**src/rtl/rfrv_pkg.sv**
```systemverilog
// constants and pointer helpers for the ring fifo with remove by value
// no dependencies; used by the top level
package rfrv_pkg;

  localparam int DEPTH  = 16;
  localparam int PTR_W  = $clog2(DEPTH);
  localparam int DATA_W = 32;
  localparam int OP_W   = 3;
  localparam int ST_W   = 2;
  localparam int CNT_W  = 4;

  localparam logic [OP_W-1:0] OP_CLEAR     = 3'd0;
  localparam logic [OP_W-1:0] OP_ENQ       = 3'd1;
  localparam logic [OP_W-1:0] OP_DEQ       = 3'd2;
  localparam logic [OP_W-1:0] OP_PEEK_HEAD = 3'd3;
  localparam logic [OP_W-1:0] OP_PEEK_TAIL = 3'd4;
  localparam logic [OP_W-1:0] OP_REMOVE    = 3'd5;

  localparam logic [ST_W-1:0] ST_OK    = 2'd0;
  localparam logic [ST_W-1:0] ST_EMPTY = 2'd1;
  localparam logic [ST_W-1:0] ST_FULL  = 2'd2;

  localparam logic [PTR_W-1:0] LAST_SLOT = PTR_W'(DEPTH - 1);

  function automatic logic [PTR_W-1:0] wrap_next(input logic [PTR_W-1:0] p);
    return (p == LAST_SLOT) ? '0 : p + 1'b1;
  endfunction

  function automatic logic [PTR_W-1:0] wrap_prev(input logic [PTR_W-1:0] p);
    return (p == '0) ? LAST_SLOT : p - 1'b1;
  endfunction

  // entries between head and tail, modulo the ring size
  function automatic logic [PTR_W-1:0] held(input logic [PTR_W-1:0] h,
                                             input logic [PTR_W-1:0] t);
    logic [PTR_W:0] d;
    d = {1'b0, t} - {1'b0, h};
    if (t < h) begin
      d = d + (PTR_W + 1)'(DEPTH);
    end
    return d[PTR_W-1:0];
  endfunction

endpackage

```
**src/rtl/rfrv_ram.sv**
```systemverilog
// generic simple dual-port ram: one write port, one read port
// read data registered; no dependencies
module rfrv_ram #(
  parameter int DATA_W = 32,
  parameter int ADDR_W = 4,
  parameter int WORDS  = 16
) (
  input  logic              clk,
  input  logic              we,
  input  logic [ADDR_W-1:0] waddr,
  input  logic [DATA_W-1:0] wdata,
  input  logic              re,
  input  logic [ADDR_W-1:0] raddr,
  output logic [DATA_W-1:0] rdata
);

  logic [DATA_W-1:0] mem [WORDS];

  always_ff @(posedge clk) begin
    if (we) begin
      mem[waddr] <= wdata;
    end
  end

  always_ff @(posedge clk) begin
    if (re) begin
      rdata <= mem[raddr];
    end
  end

endmodule

```
**src/rtl/ring_fifo_with_remove_by_value_top.sv**
```systemverilog
// ring fifo of signed words with clear, enqueue, dequeue, peeks and remove by value
// uses rfrv_pkg and the slot memory rfrv_ram
//
// Each request gives exactly one result. Clear, enqueue, dequeue and the peeks are
// taken one per cycle while the output is not stalled. Accepting a request does the
// slot memory access and loads the pending result, which then moves into the output
// register once that register is free or its result is being taken. So a result waits
// in the pending result register while an earlier result is still on the output.
// Remove by value walks the queue from the head through the single read port of the
// slot memory: it holds in_ready low while it examines the entries up to the match
// (or all entries if none matches) and while it moves each later entry one place
// toward the head. The slots need no initialization pass after reset; only entries
// between head and tail are ever read.
module ring_fifo_with_remove_by_value_top (
  input  logic                                clk,
  input  logic                                rst,
  input  logic                                in_valid,
  output logic                                in_ready,
  input  logic [rfrv_pkg::OP_W-1:0]           op,
  input  logic signed [rfrv_pkg::DATA_W-1:0]  value,
  output logic                                out_valid,
  input  logic                                out_ready,
  output logic [rfrv_pkg::ST_W-1:0]           status,
  output logic signed [rfrv_pkg::DATA_W-1:0]  data,
  output logic [rfrv_pkg::CNT_W-1:0]          count,
  output logic                                is_empty_flag,
  output logic                                is_full_flag
);

  typedef enum logic [1:0] {S_IDLE, S_SRCH, S_SHIFT} state_t;

  typedef struct packed {
    logic [rfrv_pkg::ST_W-1:0]   status;
    logic [rfrv_pkg::DATA_W-1:0] data;
    logic [rfrv_pkg::CNT_W-1:0]  count;
    logic                        empty;
    logic                        full;
    logic                        use_q;
  } res_t;

  state_t                       state, state_next;
  logic [rfrv_pkg::PTR_W-1:0]   head, head_next;
  logic [rfrv_pkg::PTR_W-1:0]   tail, tail_next;
  logic [rfrv_pkg::PTR_W-1:0]   walk, walk_next;
  logic [rfrv_pkg::DATA_W-1:0]  vreg, vreg_next;
  res_t                         pv, pv_next;
  logic                         pv_valid, pv_valid_next;

  logic                         ram_we, ram_re;
  logic [rfrv_pkg::PTR_W-1:0]   ram_waddr, ram_raddr;
  logic [rfrv_pkg::DATA_W-1:0]  ram_wdata, ram_q;

  logic                         advance, load_pv;
  logic [rfrv_pkg::ST_W-1:0]    res_status;
  logic [rfrv_pkg::DATA_W-1:0]  res_data;
  logic                         res_use_q;
  logic [rfrv_pkg::PTR_W-1:0]   n_now, n_after, nxt;

  rfrv_ram #(
    .DATA_W (rfrv_pkg::DATA_W),
    .ADDR_W (rfrv_pkg::PTR_W),
    .WORDS  (rfrv_pkg::DEPTH)
  ) u_slots (
    .clk   (clk),
    .we    (ram_we),
    .waddr (ram_waddr),
    .wdata (ram_wdata),
    .re    (ram_re),
    .raddr (ram_raddr),
    .rdata (ram_q)
  );

  // pending result may move on when the output register is free or leaving
  assign advance  = !pv_valid || !out_valid || out_ready;
  assign in_ready = (state == S_IDLE) && advance;
  assign n_now    = rfrv_pkg::held(head, tail);
  assign nxt      = rfrv_pkg::wrap_next(walk);

  always_comb begin
    state_next    = state;
    head_next     = head;
    tail_next     = tail;
    walk_next     = walk;
    vreg_next     = vreg;
    pv_valid_next = pv_valid;
    ram_we        = 1'b0;
    ram_waddr     = tail;
    ram_wdata     = value;
    ram_re        = 1'b0;
    ram_raddr     = head;
    load_pv       = 1'b0;
    res_status    = rfrv_pkg::ST_OK;
    res_data      = '0;
    res_use_q     = 1'b0;

    if (advance && pv_valid) begin
      pv_valid_next = 1'b0;
    end

    case (state)
      S_IDLE: begin
        if (in_valid && in_ready) begin
          load_pv = 1'b1;
          case (op)
            rfrv_pkg::OP_CLEAR: begin
              head_next = '0;
              tail_next = '0;
            end
            rfrv_pkg::OP_ENQ: begin
              if (n_now == rfrv_pkg::LAST_SLOT) begin
                res_status = rfrv_pkg::ST_FULL;
              end else begin
                ram_we    = 1'b1;
                tail_next = rfrv_pkg::wrap_next(tail);
              end
            end
            rfrv_pkg::OP_DEQ: begin
              if (n_now == '0) begin
                res_status = rfrv_pkg::ST_EMPTY;
              end else begin
                ram_re    = 1'b1;
                res_use_q = 1'b1;
                head_next = rfrv_pkg::wrap_next(head);
              end
            end
            rfrv_pkg::OP_PEEK_HEAD: begin
              if (n_now == '0) begin
                res_status = rfrv_pkg::ST_EMPTY;
              end else begin
                ram_re    = 1'b1;
                res_use_q = 1'b1;
              end
            end
            rfrv_pkg::OP_PEEK_TAIL: begin
              if (n_now == '0) begin
                res_status = rfrv_pkg::ST_EMPTY;
              end else begin
                ram_re    = 1'b1;
                ram_raddr = rfrv_pkg::wrap_prev(tail);
                res_use_q = 1'b1;
              end
            end
            rfrv_pkg::OP_REMOVE: begin
              if (n_now == '0) begin
                res_status = rfrv_pkg::ST_EMPTY;
              end else begin
                // start the search at the head, result comes when the walk ends
                load_pv    = 1'b0;
                ram_re     = 1'b1;
                walk_next  = head;
                vreg_next  = value;
                state_next = S_SRCH;
              end
            end
            default: begin
            end
          endcase
        end
      end
      S_SRCH: begin
        // ram_q holds the slot at walk
        if (ram_q == vreg) begin
          if (nxt == tail) begin
            tail_next  = rfrv_pkg::wrap_prev(tail);
            load_pv    = 1'b1;
            res_data   = vreg;
            state_next = S_IDLE;
          end else begin
            ram_re     = 1'b1;
            ram_raddr  = nxt;
            state_next = S_SHIFT;
          end
        end else if (nxt == tail) begin
          load_pv    = 1'b1;
          res_status = rfrv_pkg::ST_EMPTY;
          state_next = S_IDLE;
        end else begin
          ram_re    = 1'b1;
          ram_raddr = nxt;
          walk_next = nxt;
        end
      end
      S_SHIFT: begin
        // ram_q holds the slot after walk; move it down one place
        ram_we    = 1'b1;
        ram_waddr = walk;
        ram_wdata = ram_q;
        if (rfrv_pkg::wrap_next(nxt) == tail) begin
          tail_next  = rfrv_pkg::wrap_prev(tail);
          load_pv    = 1'b1;
          res_data   = vreg;
          state_next = S_IDLE;
        end else begin
          ram_re    = 1'b1;
          ram_raddr = rfrv_pkg::wrap_next(nxt);
          walk_next = nxt;
        end
      end
      default: begin
        state_next = S_IDLE;
      end
    endcase

    n_after = rfrv_pkg::held(head_next, tail_next);
    pv_next = pv;
    if (load_pv) begin
      pv_valid_next  = 1'b1;
      pv_next.status = res_status;
      pv_next.data   = res_data;
      pv_next.use_q  = res_use_q;
      pv_next.count  = rfrv_pkg::CNT_W'(n_after);
      pv_next.empty  = (n_after == '0);
      pv_next.full   = (n_after == rfrv_pkg::LAST_SLOT);
    end
  end

  always_ff @(posedge clk) begin
    if (rst) begin
      state     <= S_IDLE;
      head      <= '0;
      tail      <= '0;
      pv_valid  <= 1'b0;
      out_valid <= 1'b0;
    end else begin
      state    <= state_next;
      head     <= head_next;
      tail     <= tail_next;
      pv_valid <= pv_valid_next;
      if (advance && pv_valid) begin
        out_valid <= 1'b1;
      end else if (out_ready) begin
        out_valid <= 1'b0;
      end
    end
    walk <= walk_next;
    vreg <= vreg_next;
    pv   <= pv_next;
    if (advance && pv_valid) begin
      status        <= pv.status;
      data          <= pv.use_q ? ram_q : pv.data;
      count         <= pv.count;
      is_empty_flag <= pv.empty;
      is_full_flag  <= pv.full;
    end
  end

  a_walk_no_pending: assert property (@(posedge clk) disable iff (rst)
    state != S_IDLE |-> !pv_valid)
    else $error("pending result during remove walk");

  a_hold_read_data: assert property (@(posedge clk) disable iff (rst)
    pv_valid && pv.use_q && out_valid && !out_ready |-> !ram_re)
    else $error("slot read while a read result waits");

  a_no_same_slot: assert property (@(posedge clk) disable iff (rst)
    ram_we && ram_re |-> ram_waddr != ram_raddr)
    else $error("read and write of the same slot in one cycle");

  a_full_flag: assert property (@(posedge clk) disable iff (rst)
    pv_valid && pv.status == rfrv_pkg::ST_FULL |-> pv.full)
    else $error("full status without full flag");

endmodule
```
**config.mk**
```make
export PLATFORM = sky130hd
export DESIGN_NAME = ring_fifo_with_remove_by_value_top
export DESIGN_NICKNAME = d
export VERILOG_FILES = /design/src/rtl/rfrv_pkg.sv /design/src/rtl/rfrv_ram.sv /design/src/rtl/ring_fifo_with_remove_by_value_top.sv
export SDC_FILE = /design/constraint.sdc
export NUM_CORES = 1
export LEC_CHECK = 0
export BUFFER_PORTS_ARGS = -buffer_cell sky130_fd_sc_hd__buf_2
export CAP_MARGIN = 0
export CORE_MARGIN = 1
export CORE_UTILIZATION = 62
export DETAILED_ROUTE_END_ITERATION = 7
export PLACE_DENSITY = 0.76
export SETUP_SLACK_MARGIN = 0.15
export SLEW_MARGIN = 5
export SYNTH_ARGS = -nofsm -noshare
export SYNTH_HDL_FRONTEND = slang
export SYNTH_SLANG_ARGS = --single-unit
```
**constraint.sdc**
```tcl
create_clock -name clk -period 6 [get_ports clk]
set_clock_uncertainty 0.2 [all_clocks]
set_input_delay 1.8 -clock clk [delete_from_list [all_inputs] [get_ports clk]]
set_output_delay 1.8 -clock clk [all_outputs]
set_load 0.02 [all_outputs]
```
==> results.yml <==
route:
  post_drt_wl_per_cell_um: 27.4
  first_iter_violations: 1697
  routed-via-count: 14900
  totalWireLength_mm: 64.1
  drt_drc_violations_left: 0
  count_of_tritonroute_iterations_in_the_first_routing_pass: 7
  ant_nets: 0
  viasPerCell: 6.39
clocking:
  htree_num_levels: 3
  clk_path_buf_depth: 3
  postCtsHoldBufs: 0
  clock_sinks: 673
  tritoncts: "done"
  cts-resized-gates: 0
  postCtsSetupBuffers: 0
  clock-root-buffer: "sky130_fd_sc_hd__clkbuf_16"
  clk_latency_ns: 0.59
  clock_buffers_created_by_tritoncts: 67
  worst_setup_hold_path_clk_slew_ns: 0.06
setup_path:
  crit_required_ns: 6.11
  reg2reg_depth: 14
  cp_num_cells: 14
  cp-startpoint: "head[0]"
  cpPeakStageDelay_ns: 0.59
  cp.buffers_inverters: 3
  cpMaxStageDelayCell: "sky130_fd_sc_hd__dfxtp_1"
  critical_path.cell_chain: "ha_1, inv_1, fa_1, xor2_1, nor3b_1, o21ai_0, a21oi_1, a21oi_1, a211oi_4, buf_12, buf_12, mux2i_1, o22ai_1, or4_1"
  criticalPathCategory: "reg -> reg"
  endpoint_kind: "flop"
  rr_startpoint: "head[0]"
  worst-endpoint-arrival_ns: 5.12
  setup.worst_path.end: "u_slots.rdata[1]"
  timing.reg2reg.setup_slack_ns: 0.99
  worstSetupStartpointType: "flop"
  worst_path_max_fanout: 54
  critical_path.reg2reg.endpoint: "u_slots.rdata[1]"
  crit_family: "compound AO/OA/AOI/OAI gates"
pwr:
  report.power.total_mw: 10.3
  switching_share: 0.224
  power_frac_clock: 0.395
  power_frac_comb: 0.086
  power.density_nw_per_um2: 336
  leakagePower_nw: 11.8
  netSwitchingPower_mw: 2.30
  internal_dissipation_mw: 8.00
  peakVddDrop_v: 0.000257
  power.sequential.fraction: 0.520
synthesis:
  yosys_register_bits: 673
  dominantRegCellSynth: "sky130_fd_sc_hd__edfxtp_1"
  async_flop_share: 0
  synth-edff-count: 661
  netlist_area_pre_place_sq_um: 27200
  postSynthNetCount: 1651
  synthesized_area_per_cell_sq_um: 17.0
  yosysWarningCount: 0
  synth.distinct_cells: 69
  ys_seq_area_frac: 0.739
  synthCells: 1595
timing:
  final-setup-viol-count: 0
  final.setup.tns_ns: 0
  setup_ws_ns: 0.990
  clock.fmax_mhz: 200
  post-route-period-util: 0.835
  timing.final.max_slew_violations: 0
  tightest_slew_margin_relative_to_the_limit: 0.290
  rsz0062_at_grt: "false"
  max_slew.worst_pin.slew_ns: 1.06
  hold_viol: 0
  finalHoldWorstSlack_ns: 0.218
  shortest_clock_period_the_worst_path_allows_after_layout_ns: 5.01
global_routing:
  global_route.usage.total: 0.293
  grt_overflow_total: 0
  global_route_wire_length_before_repair_mm: 93.5
  number_of_global_route_vias_before_repair: 14700
  grt_max_degree: 57
  antenna_found_initial: 0
final_layout:
  syn_to_final_growth_pct: 12.9
  antennaDiodeCount: 0
  postLayoutCellArea_sq_um: 30700
  final_common_cell: "sky130_fd_sc_hd__edfxtp_1"
  design.final.nets: 1758
  commonest_non_fill_non_tap_cells_in_the_layout: "661 x sky130_fd_sc_hd__edfxtp_1, 258 x sky130_fd_sc_hd__mux2i_1, 129 x sky130_fd_sc_hd__o22ai_1"
  layout-drive-gt1-share: 0.181
flow_run:
  drv.max_cap_violation_count: 0
die:
  design.portCount: 81
  die-area_sq_um: 44700
  die_x_um: 211
  coreArea_sq_um: 43200
  die_height_um: 211
  initial_core_util: 0.630
  rows: 76
outcome:
  run_status: "finished clean"
place:
  placed_cell_area_sq_um: 28600
  place.detailed.hpwl_mm: 34.9
  gp_routability_congestion: 0.857
  preCtsSetupSlack_ns: 0.533
  io_buffers: 80
hold_path:
  worstHoldPathType: "reg -> reg"
## per-stage QoR
step	utilization	cells
finish	0.711	2339
global route	0.711	2339
CTS	0.711	2339
detailed placement	0.662	2218
global placement	0.662	2218
floorplan	-	1595
## kinds of logic (layout without fill, tap and decap cells)
family                   after synthesis  count (layout)  synth area share
multiplexers                         323             323             0.122
flip-flops                           673             673             0.739
adder cells (fa/ha/maj)               17              17           0.00810
XOR/XNOR                              46              46            0.0156
AO/OA/AOI/OAI                        219             219            0.0540
buffers and inverters                108             267            0.0175
AND/OR/NAND/NOR                      209             209            0.0436
## layout make-up
| type | count | area (sq um) |
|---|---|---|
| clock inverter | 39 | 313 |
| timing repair buffer | 125 | 888 |
| clock buffer | 82 | 1820 |
| multi-input combinational | 814 | 6780 |
| fill | 2749 | 12500 |
| inverter | 21 | 78.8 |
| tap | 585 | 732 |
| sequential | 673 | 20100 |
## how the worst min path moves through the flow
stage	startpoint	end	slack [ns]	cells past startpoint
global placement	pv[4]	count[1]	0.20	0
CTS	pv[3]	count[0]	0.22	0
floorplan	pv[3]	count[0]	0.20	0
global route	pv[3]	count[0]	0.22	0
detailed placement	pv[3]	count[0]	0.20	0
finish	pv[6]	count[3]	0.22	0
## power groups by stage
stage          clock network, mW  registers [mW]  logic (mW)
2_1_floorplan                  0            5.47       0.565
3_3_place_gp                   0            5.45       0.862
3_5_place_dp                   0            5.45       0.879
4_1_cts                     4.10            5.36       0.882
5_1_grt                     4.28            5.36       0.938
6_report                    4.07            5.36       0.884
## synth_stat cells, types with 11 or more instances
library cell	number	area share
sky130_fd_sc_hd__o22ai_1	129	0.030
sky130_fd_sc_hd__o21ai_0	11	0.0020
sky130_fd_sc_hd__or4_1	32	0.0088
sky130_fd_sc_hd__dfxtp_1	12	0.0088
sky130_fd_sc_hd__mux2i_1	258	0.095
sky130_fd_sc_hd__buf_2	36	0.0066
sky130_fd_sc_hd__mux2_2	65	0.027
sky130_fd_sc_hd__inv_1	20	0.0028
sky130_fd_sc_hd__nor2_1	47	0.0065
sky130_fd_sc_hd__and2_1	33	0.0076
sky130_fd_sc_hd__nand3_1	11	0.0020
sky130_fd_sc_hd__ha_1	16	0.0074
sky130_fd_sc_hd__edfxtp_1	661	0.73
sky130_fd_sc_hd__a21oi_1	23	0.0042
sky130_fd_sc_hd__xor2_1	37	0.012
sky130_fd_sc_hd__nor3_1	11	0.0020
sky130_fd_sc_hd__clkbuf_1	38	0.0052
sky130_fd_sc_hd__nand2_1	17	0.0023
## registers in the layout (all words and copies together) (netlist names), 4 cells and up
name,count
u_slots.mem,512
pv,41
data,32
u_slots.rdata,32
vreg,32
count,4
head,4
tail,4
walk,4
## worst reg2reg max path, cell delays in order (launching register included)
cell                       delay, ns
sky130_fd_sc_hd__dfxtp_1        0.59
sky130_fd_sc_hd__ha_1           0.24
sky130_fd_sc_hd__inv_1          0.06
sky130_fd_sc_hd__fa_1           0.38
sky130_fd_sc_hd__xor2_1         0.16
sky130_fd_sc_hd__nor3b_1        0.37
sky130_fd_sc_hd__o21ai_0        0.40
sky130_fd_sc_hd__a21oi_1        0.27
sky130_fd_sc_hd__a21oi_1        0.13
sky130_fd_sc_hd__a211oi_4       0.32
sky130_fd_sc_hd__buf_12         0.26
sky130_fd_sc_hd__buf_12         0.37
sky130_fd_sc_hd__mux2i_1        0.30
sky130_fd_sc_hd__o22ai_1        0.11
sky130_fd_sc_hd__or4_1          0.57
## layer usage
metal / wire length, um / vias up / GRT usage
met1: 25600 / 7531 / 0.394
met5: 0 / - / 0
met4: 1890 / 0 / 0.113
li1: - / 6565 / -
met3: 4990 / 136 / 0.0461
met2: 31600 / 710 / 0.485
Power figures use the tool's default switching activity.
